File: src/rtl/rrps_pkg.sv
`timescale 1ns / 1ps
package rrps_pkg;

  localparam int SLOTS = 16;
  localparam int IDX_W = $clog2(SLOTS);
  localparam int CNT_W = $clog2(SLOTS + 1);
  localparam int CLK_W = 48;

  // command codes
  localparam logic [1:0] CMD_LAUNCH   = 2'd0;
  localparam logic [1:0] CMD_DISPATCH = 2'd1;
  localparam logic [1:0] CMD_REPORT   = 2'd2;

  // configuration register indexes
  localparam logic [2:0] REG_QUANTUM  = 3'd0;
  localparam logic [2:0] REG_BLK_WAIT = 3'd1;
  localparam logic [2:0] REG_INTERVAL = 3'd2;
  localparam logic [2:0] REG_LIMIT    = 3'd3;
  localparam logic [2:0] REG_MAX_SIM  = 3'd4;
  localparam logic [2:0] REG_IDLE     = 3'd5;

  typedef struct packed {
    logic occ;
    logic act;
    logic rdy;
    logic blk;
  } slot_st_t;

  // update broadcast to the cell row
  typedef struct packed {
    logic [IDX_W-1:0] idx;
    logic             launch;
    logic             set_rdy;
    logic             clr_rdy;
    logic             set_blk;
    logic             clr_blk;
    logic             clr_act;
  } cell_cmd_t;

  // priority token passed cell to cell
  typedef struct packed {
    logic free_seen;
    logic inact_seen;
  } chain_t;

  typedef struct packed {
    logic [IDX_W-1:0] idx;
    logic [CLK_W-1:0] wake;
  } blk_ent_t;

endpackage

File: src/rtl/rrps_slot_cell.sv
`timescale 1ns / 1ps
module rrps_slot_cell (
  input  logic                     clk,
  input  logic                     rst,
  input  logic [rrps_pkg::IDX_W-1:0] cell_idx,
  input  rrps_pkg::cell_cmd_t      cmd,
  input  rrps_pkg::chain_t         chain_in,
  output rrps_pkg::chain_t         chain_out,
  output rrps_pkg::slot_st_t       st,
  output logic                     pick_free,
  output logic                     pick_inact
);
  import rrps_pkg::*;

  logic sel;
  assign sel = (cmd.idx == cell_idx);

  // status flags of this slot
  always_ff @(posedge clk) begin
    if (rst) begin
      st <= '0;
    end else if (sel) begin
      if (cmd.launch) begin
        st <= '{occ: 1'b1, act: 1'b1, rdy: 1'b1, blk: 1'b0};
      end else begin
        if (cmd.set_rdy) st.rdy <= 1'b1;
        if (cmd.clr_rdy) st.rdy <= 1'b0;
        if (cmd.set_blk) st.blk <= 1'b1;
        if (cmd.clr_blk) st.blk <= 1'b0;
        if (cmd.clr_act) st.act <= 1'b0;
      end
    end
  end

  // first-free and first-inactive token
  assign pick_free            = !st.occ && !chain_in.free_seen;
  assign pick_inact           = !st.act && !chain_in.inact_seen;
  assign chain_out.free_seen  = chain_in.free_seen || !st.occ;
  assign chain_out.inact_seen = chain_in.inact_seen || !st.act;

endmodule

File: src/rtl/rrps_blk_queue.sv
`timescale 1ns / 1ps
module rrps_blk_queue (
  input  logic                      clk,
  input  logic                      rst,
  input  logic                      push,
  input  rrps_pkg::blk_ent_t        push_data,
  input  logic                      pop,
  output rrps_pkg::blk_ent_t        head_data,
  output logic [rrps_pkg::CNT_W-1:0] cnt
);
  import rrps_pkg::*;

  blk_ent_t         mem [SLOTS];
  logic [IDX_W-1:0] head;
  logic [IDX_W-1:0] tail;

  assign head_data = mem[head];

  // entry storage
  always_ff @(posedge clk) begin
    if (push && (pop || cnt != CNT_W'(SLOTS))) mem[tail] <= push_data;
  end

  // pointers and count
  always_ff @(posedge clk) begin
    if (rst) begin
      head <= '0;
      tail <= '0;
      cnt  <= '0;
    end else begin
      if (pop) head <= (head == IDX_W'(SLOTS - 1)) ? '0 : head + 1'b1;
      if (push && (pop || cnt != CNT_W'(SLOTS)))
        tail <= (tail == IDX_W'(SLOTS - 1)) ? '0 : tail + 1'b1;
      if (push && !pop && cnt != CNT_W'(SLOTS)) cnt <= cnt + 1'b1;
      else if (pop && !push) cnt <= cnt - 1'b1;
    end
  end

endmodule

File: src/rtl/round_robin_process_scheduler_unit.sv
`timescale 1ns / 1ps
// Sequence: launch and report run an execute state, then a finish state; a report that
// blocks adds a push to the blocked queue; a dispatch scans each queued blocked slot first.
// Commands are taken one at a time; the blocked-queue scan sets dispatch time.
// A new command is taken while the previous result still waits at the output.
// Reset (rst, synchronous, active high) clears clock, counters, slot flags and
// both queues and loads the register defaults; no clearing pass is needed.
module round_robin_process_scheduler_unit (
  input  logic        clk,
  input  logic        rst,
  input  logic        cfg_we,
  input  logic [2:0]  cfg_index,
  input  logic [33:0] cfg_data,
  input  logic        in_valid,
  output logic        in_ready,
  input  logic [1:0]  cmd,
  input  logic [7:0]  slot,
  input  logic [29:0] used_ns,
  input  logic        finished,
  input  logic [33:0] burst_ns,
  input  logic [15:0] overhead_ns,
  output logic        out_valid,
  input  logic        out_ready,
  output logic        granted,
  output logic [7:0]  out_slot,
  output logic [29:0] grant_ns,
  output logic [47:0] clock_ns,
  output logic        all_done
);
  import rrps_pkg::*;

  typedef enum logic [2:0] {S_IDLE, S_EXEC, S_REP2, S_SCAN, S_DISP, S_FIN} state_t;

  state_t state;

  // configuration
  logic [29:0] quantum, blk_wait, idle_step;
  logic [33:0] interval;
  logic [15:0] limit;
  logic [8:0]  max_sim;

  // scheduler state
  logic [CLK_W-1:0] sim_clock, next_launch;
  logic [15:0]      launched;
  logic [8:0]       active;
  logic [CNT_W-1:0] scan_n;

  // captured command
  logic [1:0]  cmd_r;
  logic [7:0]  slot_r;
  logic [29:0] used_r;
  logic        fin_r;
  logic [15:0] ovh_r;

  // pending result
  logic        res_granted;
  logic [7:0]  res_slot;
  logic [29:0] res_grant;

  // ready queue
  logic [IDX_W-1:0] rf_mem [SLOTS];
  logic [IDX_W-1:0] rf_head, rf_tail;
  logic [CNT_W-1:0] rf_cnt;
  logic             rf_push, rf_pop;
  logic [IDX_W-1:0] rf_push_idx;

  // blocked queue
  logic             bq_push, bq_pop;
  blk_ent_t         bq_push_data, bq_head;
  logic [CNT_W-1:0] bq_cnt;

  // cell row
  cell_cmd_t        cc;
  chain_t           chain [SLOTS+1];
  slot_st_t         st [SLOTS];
  logic [SLOTS-1:0] pf, pi;

  assign chain[0] = '0;

  for (genvar g = 0; g < SLOTS; g++) begin : g_cell
    rrps_slot_cell u_cell (
      .clk       (clk),
      .rst       (rst),
      .cell_idx  (IDX_W'(g)),
      .cmd       (cc),
      .chain_in  (chain[g]),
      .chain_out (chain[g+1]),
      .st        (st[g]),
      .pick_free (pf[g]),
      .pick_inact(pi[g])
    );
  end

  rrps_blk_queue u_bq (
    .clk      (clk),
    .rst      (rst),
    .push     (bq_push),
    .push_data(bq_push_data),
    .pop      (bq_pop),
    .head_data(bq_head),
    .cnt      (bq_cnt)
  );

  // launch slot choice: first unoccupied, else first inactive
  logic [IDX_W-1:0] free_idx, inact_idx, pick_idx;
  logic             pick_any;
  always_comb begin
    free_idx  = '0;
    inact_idx = '0;
    for (int i = 0; i < SLOTS; i++) begin
      if (pf[i]) free_idx  = free_idx  | IDX_W'(i);
      if (pi[i]) inact_idx = inact_idx | IDX_W'(i);
    end
    pick_idx = chain[SLOTS].free_seen ? free_idx : inact_idx;
    pick_any = chain[SLOTS].free_seen || chain[SLOTS].inact_seen;
  end

  // decisions
  logic [IDX_W-1:0] rep_idx;
  slot_st_t         rep_st, scan_st;
  logic             launch_ok, rep_ok, expired;
  assign rep_idx   = slot_r[IDX_W-1:0];
  assign rep_st    = st[rep_idx];
  assign scan_st   = st[bq_head.idx];
  assign expired   = (sim_clock >= bq_head.wake);
  assign launch_ok = (launched < limit) && (active < max_sim) &&
                     (sim_clock >= next_launch) && pick_any;
  assign rep_ok    = ({1'b0, slot_r} < 9'(SLOTS)) && rep_st.act && !rep_st.rdy &&
                     !rep_st.blk;

  // cell and queue controls
  always_comb begin
    cc           = '0;
    rf_push      = 1'b0;
    rf_pop       = 1'b0;
    rf_push_idx  = '0;
    bq_push      = 1'b0;
    bq_pop       = 1'b0;
    bq_push_data = bq_head;
    unique case (state)
      S_EXEC: begin
        if (cmd_r == CMD_LAUNCH && launch_ok) begin
          cc.idx      = pick_idx;
          cc.launch   = 1'b1;
          rf_push     = 1'b1;
          rf_push_idx = pick_idx;
        end else if (cmd_r == CMD_REPORT && rep_ok) begin
          cc.idx = rep_idx;
          if (fin_r) begin
            cc.clr_act = 1'b1;
          end else if (used_r == quantum) begin
            cc.set_rdy  = 1'b1;
            rf_push     = 1'b1;
            rf_push_idx = rep_idx;
          end else begin
            cc.set_blk = 1'b1;
          end
        end
      end
      S_REP2: begin
        bq_push           = 1'b1;
        bq_push_data.idx  = rep_idx;
        bq_push_data.wake = sim_clock + CLK_W'(blk_wait);
      end
      S_SCAN: begin
        if (scan_n != '0) begin
          bq_pop = 1'b1;
          if (expired) begin
            cc.idx     = bq_head.idx;
            cc.clr_blk = 1'b1;
            if (!scan_st.rdy) begin
              cc.set_rdy  = 1'b1;
              rf_push     = 1'b1;
              rf_push_idx = bq_head.idx;
            end
          end else begin
            bq_push = 1'b1;
          end
        end
      end
      S_DISP: begin
        if (rf_cnt != '0) begin
          rf_pop     = 1'b1;
          cc.idx     = rf_mem[rf_head];
          cc.clr_rdy = 1'b1;
        end
      end
      default: ;
    endcase
  end

  // ready queue storage
  always_ff @(posedge clk) begin
    if (rf_push && rf_cnt != CNT_W'(SLOTS)) rf_mem[rf_tail] <= rf_push_idx;
  end

  always_ff @(posedge clk) begin
    if (rst) begin
      rf_head <= '0;
      rf_tail <= '0;
      rf_cnt  <= '0;
    end else begin
      if (rf_pop) begin
        rf_head <= (rf_head == IDX_W'(SLOTS - 1)) ? '0 : rf_head + 1'b1;
        rf_cnt  <= rf_cnt - 1'b1;
      end else if (rf_push && rf_cnt != CNT_W'(SLOTS)) begin
        rf_tail <= (rf_tail == IDX_W'(SLOTS - 1)) ? '0 : rf_tail + 1'b1;
        rf_cnt  <= rf_cnt + 1'b1;
      end
    end
  end

  // configuration writes
  always_ff @(posedge clk) begin
    if (rst) begin
      quantum   <= 30'd25000000;
      blk_wait  <= 30'd10000000;
      interval  <= 34'd200000000;
      limit     <= 16'd15;
      max_sim   <= 9'd7;
      idle_step <= 30'd10000000;
    end else if (cfg_we) begin
      unique case (cfg_index)
        REG_QUANTUM:  quantum   <= cfg_data[29:0];
        REG_BLK_WAIT: blk_wait  <= cfg_data[29:0];
        REG_INTERVAL: interval  <= cfg_data;
        REG_LIMIT:    limit     <= cfg_data[15:0];
        REG_MAX_SIM:  max_sim   <= cfg_data[8:0];
        REG_IDLE:     idle_step <= cfg_data[29:0];
        default: ;
      endcase
    end
  end

  assign in_ready = (state == S_IDLE);

  // sequencer and result register
  always_ff @(posedge clk) begin
    if (rst) begin
      state       <= S_IDLE;
      sim_clock   <= '0;
      next_launch <= '0;
      launched    <= '0;
      active      <= '0;
      scan_n      <= '0;
      out_valid   <= 1'b0;
    end else begin
      // beat taken; a new beat in S_FIN sets valid again
      if (out_valid && out_ready && state != S_FIN) out_valid <= 1'b0;
      unique case (state)
        S_IDLE: begin
          if (in_valid) begin
            cmd_r       <= cmd;
            slot_r      <= slot;
            used_r      <= used_ns;
            fin_r       <= finished;
            ovh_r       <= overhead_ns;
            res_granted <= 1'b0;
            res_slot    <= '0;
            res_grant   <= '0;
            state       <= S_EXEC;
          end
        end
        S_EXEC: begin
          state <= S_FIN;
          unique case (cmd_r)
            CMD_LAUNCH: begin
              if (launch_ok) begin
                launched    <= launched + 1'b1;
                active      <= active + 1'b1;
                next_launch <= sim_clock + CLK_W'(interval);
                sim_clock   <= sim_clock + CLK_W'(ovh_r);
                res_granted <= 1'b1;
                res_slot    <= 8'(pick_idx);
              end
            end
            CMD_DISPATCH: begin
              scan_n <= bq_cnt;
              state  <= S_SCAN;
            end
            CMD_REPORT: begin
              if (rep_ok) begin
                sim_clock <= sim_clock + CLK_W'(used_r);
                if (fin_r) begin
                  if (active != '0) active <= active - 1'b1;
                end else if (used_r != quantum) begin
                  state <= S_REP2;
                end
              end
            end
            default: ;
          endcase
        end
        S_REP2: state <= S_FIN;
        S_SCAN: begin
          if (scan_n == '0) state <= S_DISP;
          else scan_n <= scan_n - 1'b1;
        end
        S_DISP: begin
          if (rf_cnt == '0) begin
            sim_clock <= sim_clock + CLK_W'(idle_step);
          end else begin
            sim_clock   <= sim_clock + CLK_W'(ovh_r);
            res_granted <= 1'b1;
            res_slot    <= 8'(rf_mem[rf_head]);
            res_grant   <= quantum;
          end
          state <= S_FIN;
        end
        S_FIN: begin
          if (!out_valid || out_ready) begin
            out_valid <= 1'b1;
            granted   <= res_granted;
            out_slot  <= res_slot;
            grant_ns  <= res_grant;
            clock_ns  <= sim_clock;
            all_done  <= (launched >= limit) && (active == '0);
            state     <= S_IDLE;
          end
        end
        default: state <= S_IDLE;
      endcase
    end
  end

endmodule

File: config.mk
export PLATFORM = sky130hd
export DESIGN_NAME = round_robin_process_scheduler_unit
export DESIGN_NICKNAME = d
export VERILOG_FILES = /design/src/rtl/rrps_pkg.sv /design/src/rtl/rrps_slot_cell.sv /design/src/rtl/rrps_blk_queue.sv /design/src/rtl/round_robin_process_scheduler_unit.sv
export SDC_FILE = /design/constraint.sdc
export NUM_CORES = 2
export LEC_CHECK = 0
export BUFFER_PORTS_ARGS = -buffer_cell sky130_fd_sc_hd__buf_2
export CAP_MARGIN = 20
export CORE_ASPECT_RATIO = 1.4
export CORE_UTILIZATION = 45
export CTS_BUF_LIST = sky130_fd_sc_hd__clkbuf_8
export DETAILED_ROUTE_END_ITERATION = 10
export GPL_ROUTABILITY_DRIVEN = 0
export GPL_TIMING_DRIVEN = 1
export SYNTH_ARGS = -nofsm -noshare
export SYNTH_HDL_FRONTEND = slang
export SYNTH_SLANG_ARGS = --single-unit
File: constraint.sdc
create_clock -name clk -period 10.9 [get_ports clk]
set_clock_uncertainty 0.1 [all_clocks]
set_input_delay 1.09 -clock clk [delete_from_list [all_inputs] [get_ports clk]]
set_output_delay 1.09 -clock clk [all_outputs]
set_load 0.01 [all_outputs]
## Word-level counts from Yosys, hierarchy flattened

Memories as Yosys holds them, arrays and structs flattened. A register that Yosys moved wholly into a read port is not among the register bits.
Cells that the tools add are included.

- Memories kept: 2
- Input bits: 133
- Memory bits (read-only): 0
- Bits in latches: 0
- Bits in registers: 553
- Bits in writable memories: 896

- Divide/modulo/power cells: 0
- $mul: 0
- Shifts and indexed selects: 0
- Reduce and logical (&&, ||, !) cells: 245
- Equality and inequality tests: 51
- Magnitude comparators: 8
- Mux-type cells: 142
- Bitwise gates (word level): 4
- Add/sub/neg operators: 17

Memory list:

| memory | depth | bits a word | read ports | clocked after Yosys merged registers in | write ports | line | RTL |
|---|---|---|---|---|---|---|---|
| u_bq.mem | 16 | 52 | 1 | 1 | 1 | rrps_blk_queue.sv:13 | `blk_ent_t mem [SLOTS];` |
| rf_mem | 16 | 4 | 1 | 1 | 1 | round_robin_process_scheduler_unit.sv:61 | `logic [IDX_W-1:0] rf_mem [SLOTS];` |

Operators with widths:

| cell | number |
|---|---|
| one-hot mux 48 bit (2 select lines) | 2 |
| two-way mux 4 bit | 37 |
| adder 48 x 30 -> 48 bit | 3 |
| two-way mux 48 bit | 3 |
| AND reduction 2 bit | 71 |
| greater-or-equal comparator 48 bit | 2 |
| zero test 1 bit | 65 |
| two-way mux 30 bit | 2 |
| one-hot mux 30 bit (2 select lines) | 1 |
| two-way mux 52 bit | 1 |
| two-way mux 3 bit | 17 |
| adder 48 x 16 -> 48 bit | 1 |
| adder 48 x 34 -> 48 bit | 1 |
| equality test 4 bit, second input constant | 12 |
| logical AND 1 bit | 46 |
| two-way mux 1 bit | 46 |
| two-way mux 9 bit | 4 |
| logical OR 1 bit | 33 |
| binary-select mux 4 bit (select 4 bit) | 2 |
| two-way mux 8 bit | 4 |
| equality test 30 bit | 1 |
| two-way mux 5 bit | 6 |
| != test 30 bit | 1 |
| one-hot mux 8 bit (3 select lines) | 1 |
| 47 further kinds | 105 |

## Depth between registers and ports, before layout

- Depth in word-level cells: 24
- Mapped depth: 20
- Gate-level depth less buffers: 15

## By module

A second synthesis with hierarchy kept.

- Cell total of the unflattened synthesis: 5649
- Area, all modules: 69267.7 sq um

Modules (own cells, without submodules):

| module | area each (sq um) | seq. area each (sq um) | cells an instance | times used |
|---|---|---|---|---|
| round_robin_process_scheduler_unit | 33515.9 | 13132.6 | 3807 | 1 |
| rrps_blk_queue | 32068.3 | 25324.3 | 1394 | 1 |
| rrps_slot_cell | 230.2 | 80.1 | 28 | 16 |

## Worst setup path before layout

No wires, ideal clock.

- Path type: reg-to-reg
- Start: register with a tool-made name
- End: memory u_bq.mem[3][0] in the netlist's numbering, enable pin
- Stages on the path, launching flop included: 19
- Data required time: 10274 ps
- Buffers on the path: 4
- Arrival: 8422 ps
- Library setup time: 526 ps
- Path slack: 1853 ps
- Clock period less this slack: 9047 ps
- Cell sequence: dfxtp_1 buf_2 buf_4 buf_1 buf_1 mux4_2 mux4_2 inv_1 ha_1 a21oi_1 nand2_1 a2111oi_4 o2111ai_1 a211o_1 nand2_1 nand2_1 a22oi_1 nand2_1 nor3_1

RTL lines:

| item | line |
|---|---|
| end, declared | rrps_blk_queue.sv:13 |

==> impl_results.md <==
- Status: finished, violations left
- Violations in the final reports: DRC
- Worst EP arrival: 8.21 ns
- Layout cell share with drive strength beyond 1: 18.00%
- Most frequent cells in the layout: 1072 x edfxtp_1, 599 x nand2_1, 442 x a21oi_1, 373 x dfxtp_1, 288 x ha_1
- # IOs: 223
- Worst Max-Slew Pin Slew: 1.041 ns
- Post-Synthesis Cell Area: 67120 µm²
- Cells after Synth: 5209
- Top FF cell, synth: edfxtp_1
- Area leader, netlist: edfxtp_1
- Die H: 459.0 µm
- Mapped Avg Cell Area: 12.89 µm²
- Commonest non-fill, non-tap cell in the layout: edfxtp_1
- Startpoint Class: flop
- Cell family contributing the most delay on the critical path: compound AO/OA/AOI/OAI gates
- Lkg Pwr: 27.06 nW
- Initial core utilization: 45.37%
- CP Class: reg2reg
- Crit path max fanout: 42
- Die X: 328.4 µm
- Routed Antenna Nets: 0
- Via density: 5.800
- Max incr delay on CP: 0.93 ns
- Max Fclk: 0.1292 GHz
- Post-route worst setup slack: 3.158 ns
- Buffers added on ports: 184
- Number of remaining DRC errors: 120
- Filler cell count: 12785
- Core footprint: 147900 µm²
- TritonCTS Buffers: 217
- Largest net degree at the start of global routing: 115
- Number of global-route vias before repair: 44679
- Synth top area cells: edfxtp_1 48%, dfxtp_1 11%, mux4_2 9.3%, ha_1 5.4%, nand2_1 3.4%
- Req. time, crit path: 11.37 ns
- Crit path cell chain: buf_4 > mux4_2 > mux4_2 > inv_1 > ha_1 > a211oi_2 > nor2_1 > a2111oi_4 > o2111ai_1 > a211o_1 > nand2_1 > nand2_1 > a22oi_1 > nand2_1 > nor3_2 > buf_4 > buf_4
- Layout area overhead: 12.18%
- Post-CTS sizing: 0
- # clock sinks: 1449
- Nets: 5951
- Footprint of the multi-input gates: 25780 µm²
- Post-DP HPWL: 122.9 mm
- Number of synthesized register bits: 1449
- Worst VDD drop: 0.1552 mV
- Max-slew violations: 0
- Number of max-cap violations: 0
- Clock transition at path regs: 0.07 ns
- Via count: 44413
- Synth cell types: 101
- Worst min-delay path category: in2reg
- Hold-fix buffers, CTS: 0
- DR pass1 iterations: 10
- Synth async-reset ratio: 0%
- DR iter-0 viols: 3909
- Tcrit/Tclk final: 71.03%
- CP max-delay cell: dfxtp_4
- Register Area: 39750 µm²
- Yosys Warn Count: 0
- CTS tree: built
- Setup-failing EPs final: 0
- Min Hold Slack: 0.1944 ns
- Power Density: 151.0 nW/µm²
- WL final: 187.6 mm
- Post-placement setup slack: 2.940 ns
- Worst-Skew Late Latency: 0.96 ns
- First-pass GRT wire length: 279.2 mm
- Total negative slack: 0 ns
- Post-CTS setup buffer count: 0
- Clock root cell: clkbuf_8
- Post-synth EDFFs: 1072
- H-tree levels: 4
- Rel. slew slack: 30.47%
- Initial antenna violation count: 8
- Area of the die: 150700 µm²
- Gr ovfl total: 0
- Buffers & Inverters on Critical Path: 4
- Drt wl/cell: 24.50 µm
- RSZ-0062 raised after global routing: no
- Max clock buf depth: 3
- Hold violation count in the final report: 0
- Sequential area share after synthesis: 59.20%
- Gr usage total: 24.91%
- Tmin final: 7.743 ns
- Top cell type's share of synthesized area: 47.96%
- Element type at the critical path end: flop
- Cell Rows: 167
per-layer routing:
metal  GRT usage [%]  wire length (µm)  vias to the layer above  share of wire, %
li1                -                 -                    20350                 -
met1           31.53             76060                    22214                41
met2           42.67             93430                     1468                50
met3           3.558             11080                      379               5.9
met4           10.23              7021                        2               3.7
met5               0                19                        -             0.010
synthesized netlist by cell type (all sizes together) (11+ instances only):
master	number
and2	29
xor2	86
a211oi	73
nand2b	39
o21ai	215
inv	211
a31oi	38
or2	12
nor4	31
o21a	31
a21o	106
ha	288
nor3	62
a21oi	445
o21bai	24
mux2i	18
nor3b	19
xnor2	125
a221oi	11
a22oi	12
buf	49
nand3	126
clkbuf	200
mux4	277
and3	66
nand4	52
o22ai	18
o211ai	17
or3	29
edfxtp	1072
dfxtp	377
a311oi	11
nand2	601
nor2b	23
nor2	244
flip-flops by register name (all words and copies together), names as in the netlist, 16 cells and up, named ones only:
signal / count
blk_wait: 30
clock_ns: 48
g_cell.u_cell.st: 64
grant_ns: 30
idle_step: 30
interval: 34
launched: 16
limit: 16
next_launch: 48
ovh_r: 16
quantum: 30
res_grant: 30
rf_mem: 64
sim_clock: 48
u_bq.mem: 832
used_r: 30
metrics by stage:
step / util (%) / instances / power (mW) / instance area [µm²]
after global placement: 47.90 / 7240 / 7.048 / 70860
final: 50.90 / 7658 / 11.37 / 75300
after CTS: 50.81 / 7648 / 11.47 / 75170
after floorplan: - / 5212 / 6.709 / 67130
after global routing: 50.89 / 7655 / 11.78 / 75290
after detailed placement: 47.90 / 7240 / 7.060 / 70860
kinds of logic after synthesis:
logic type                 share of synthesized area (%)
AOI/OAI and AO/OA                                  10.52
xor gates and xnor gates                           2.753
adders and majority gates                          5.607
buffers and inverters                              2.671
DFF                                                59.20
muxes                                              9.697
other                                           0.005587
and+or+nand+nor                                    9.540
power breakdown:
part | internal, mW | leakage, nW | switching, mW
Clock | 2.25 | 2.48 | 2.16
Combinational | 0.329 | 11.8 | 0.623
Sequential | 5.94 | 12.8 | 0.0693
worst paths after layout:
path         slack [ns]      startpoint  cells past startpoint               to
min reg2reg        0.31   res_grant[10]                      0     grant_ns[10]
max reg2reg        3.16            flop                     17  u_bq.mem[0][28]
max                3.16            flop                     17  u_bq.mem[0][28]
min                0.19  overhead_ns[1]                      1         ovh_r[1]
area by class of cell:
| cell class | count | share of cell area, % |
|---|---|---|
| Antenna cell | 4 | 0.01329 |
| Clock buffer | 244 | 4.460 |
| Clock inverter | 164 | 1.266 |
| Inverter | 213 | 1.062 |
| Multi-Input combinational cell | 3301 | 34.24 |
| Sequential cell | 1449 | 52.79 |
| Tap cell | 1943 | 3.229 |
| Timing Repair Buffer | 340 | 2.940 |
No activity file was read; power rests on OpenSTA's default activity.
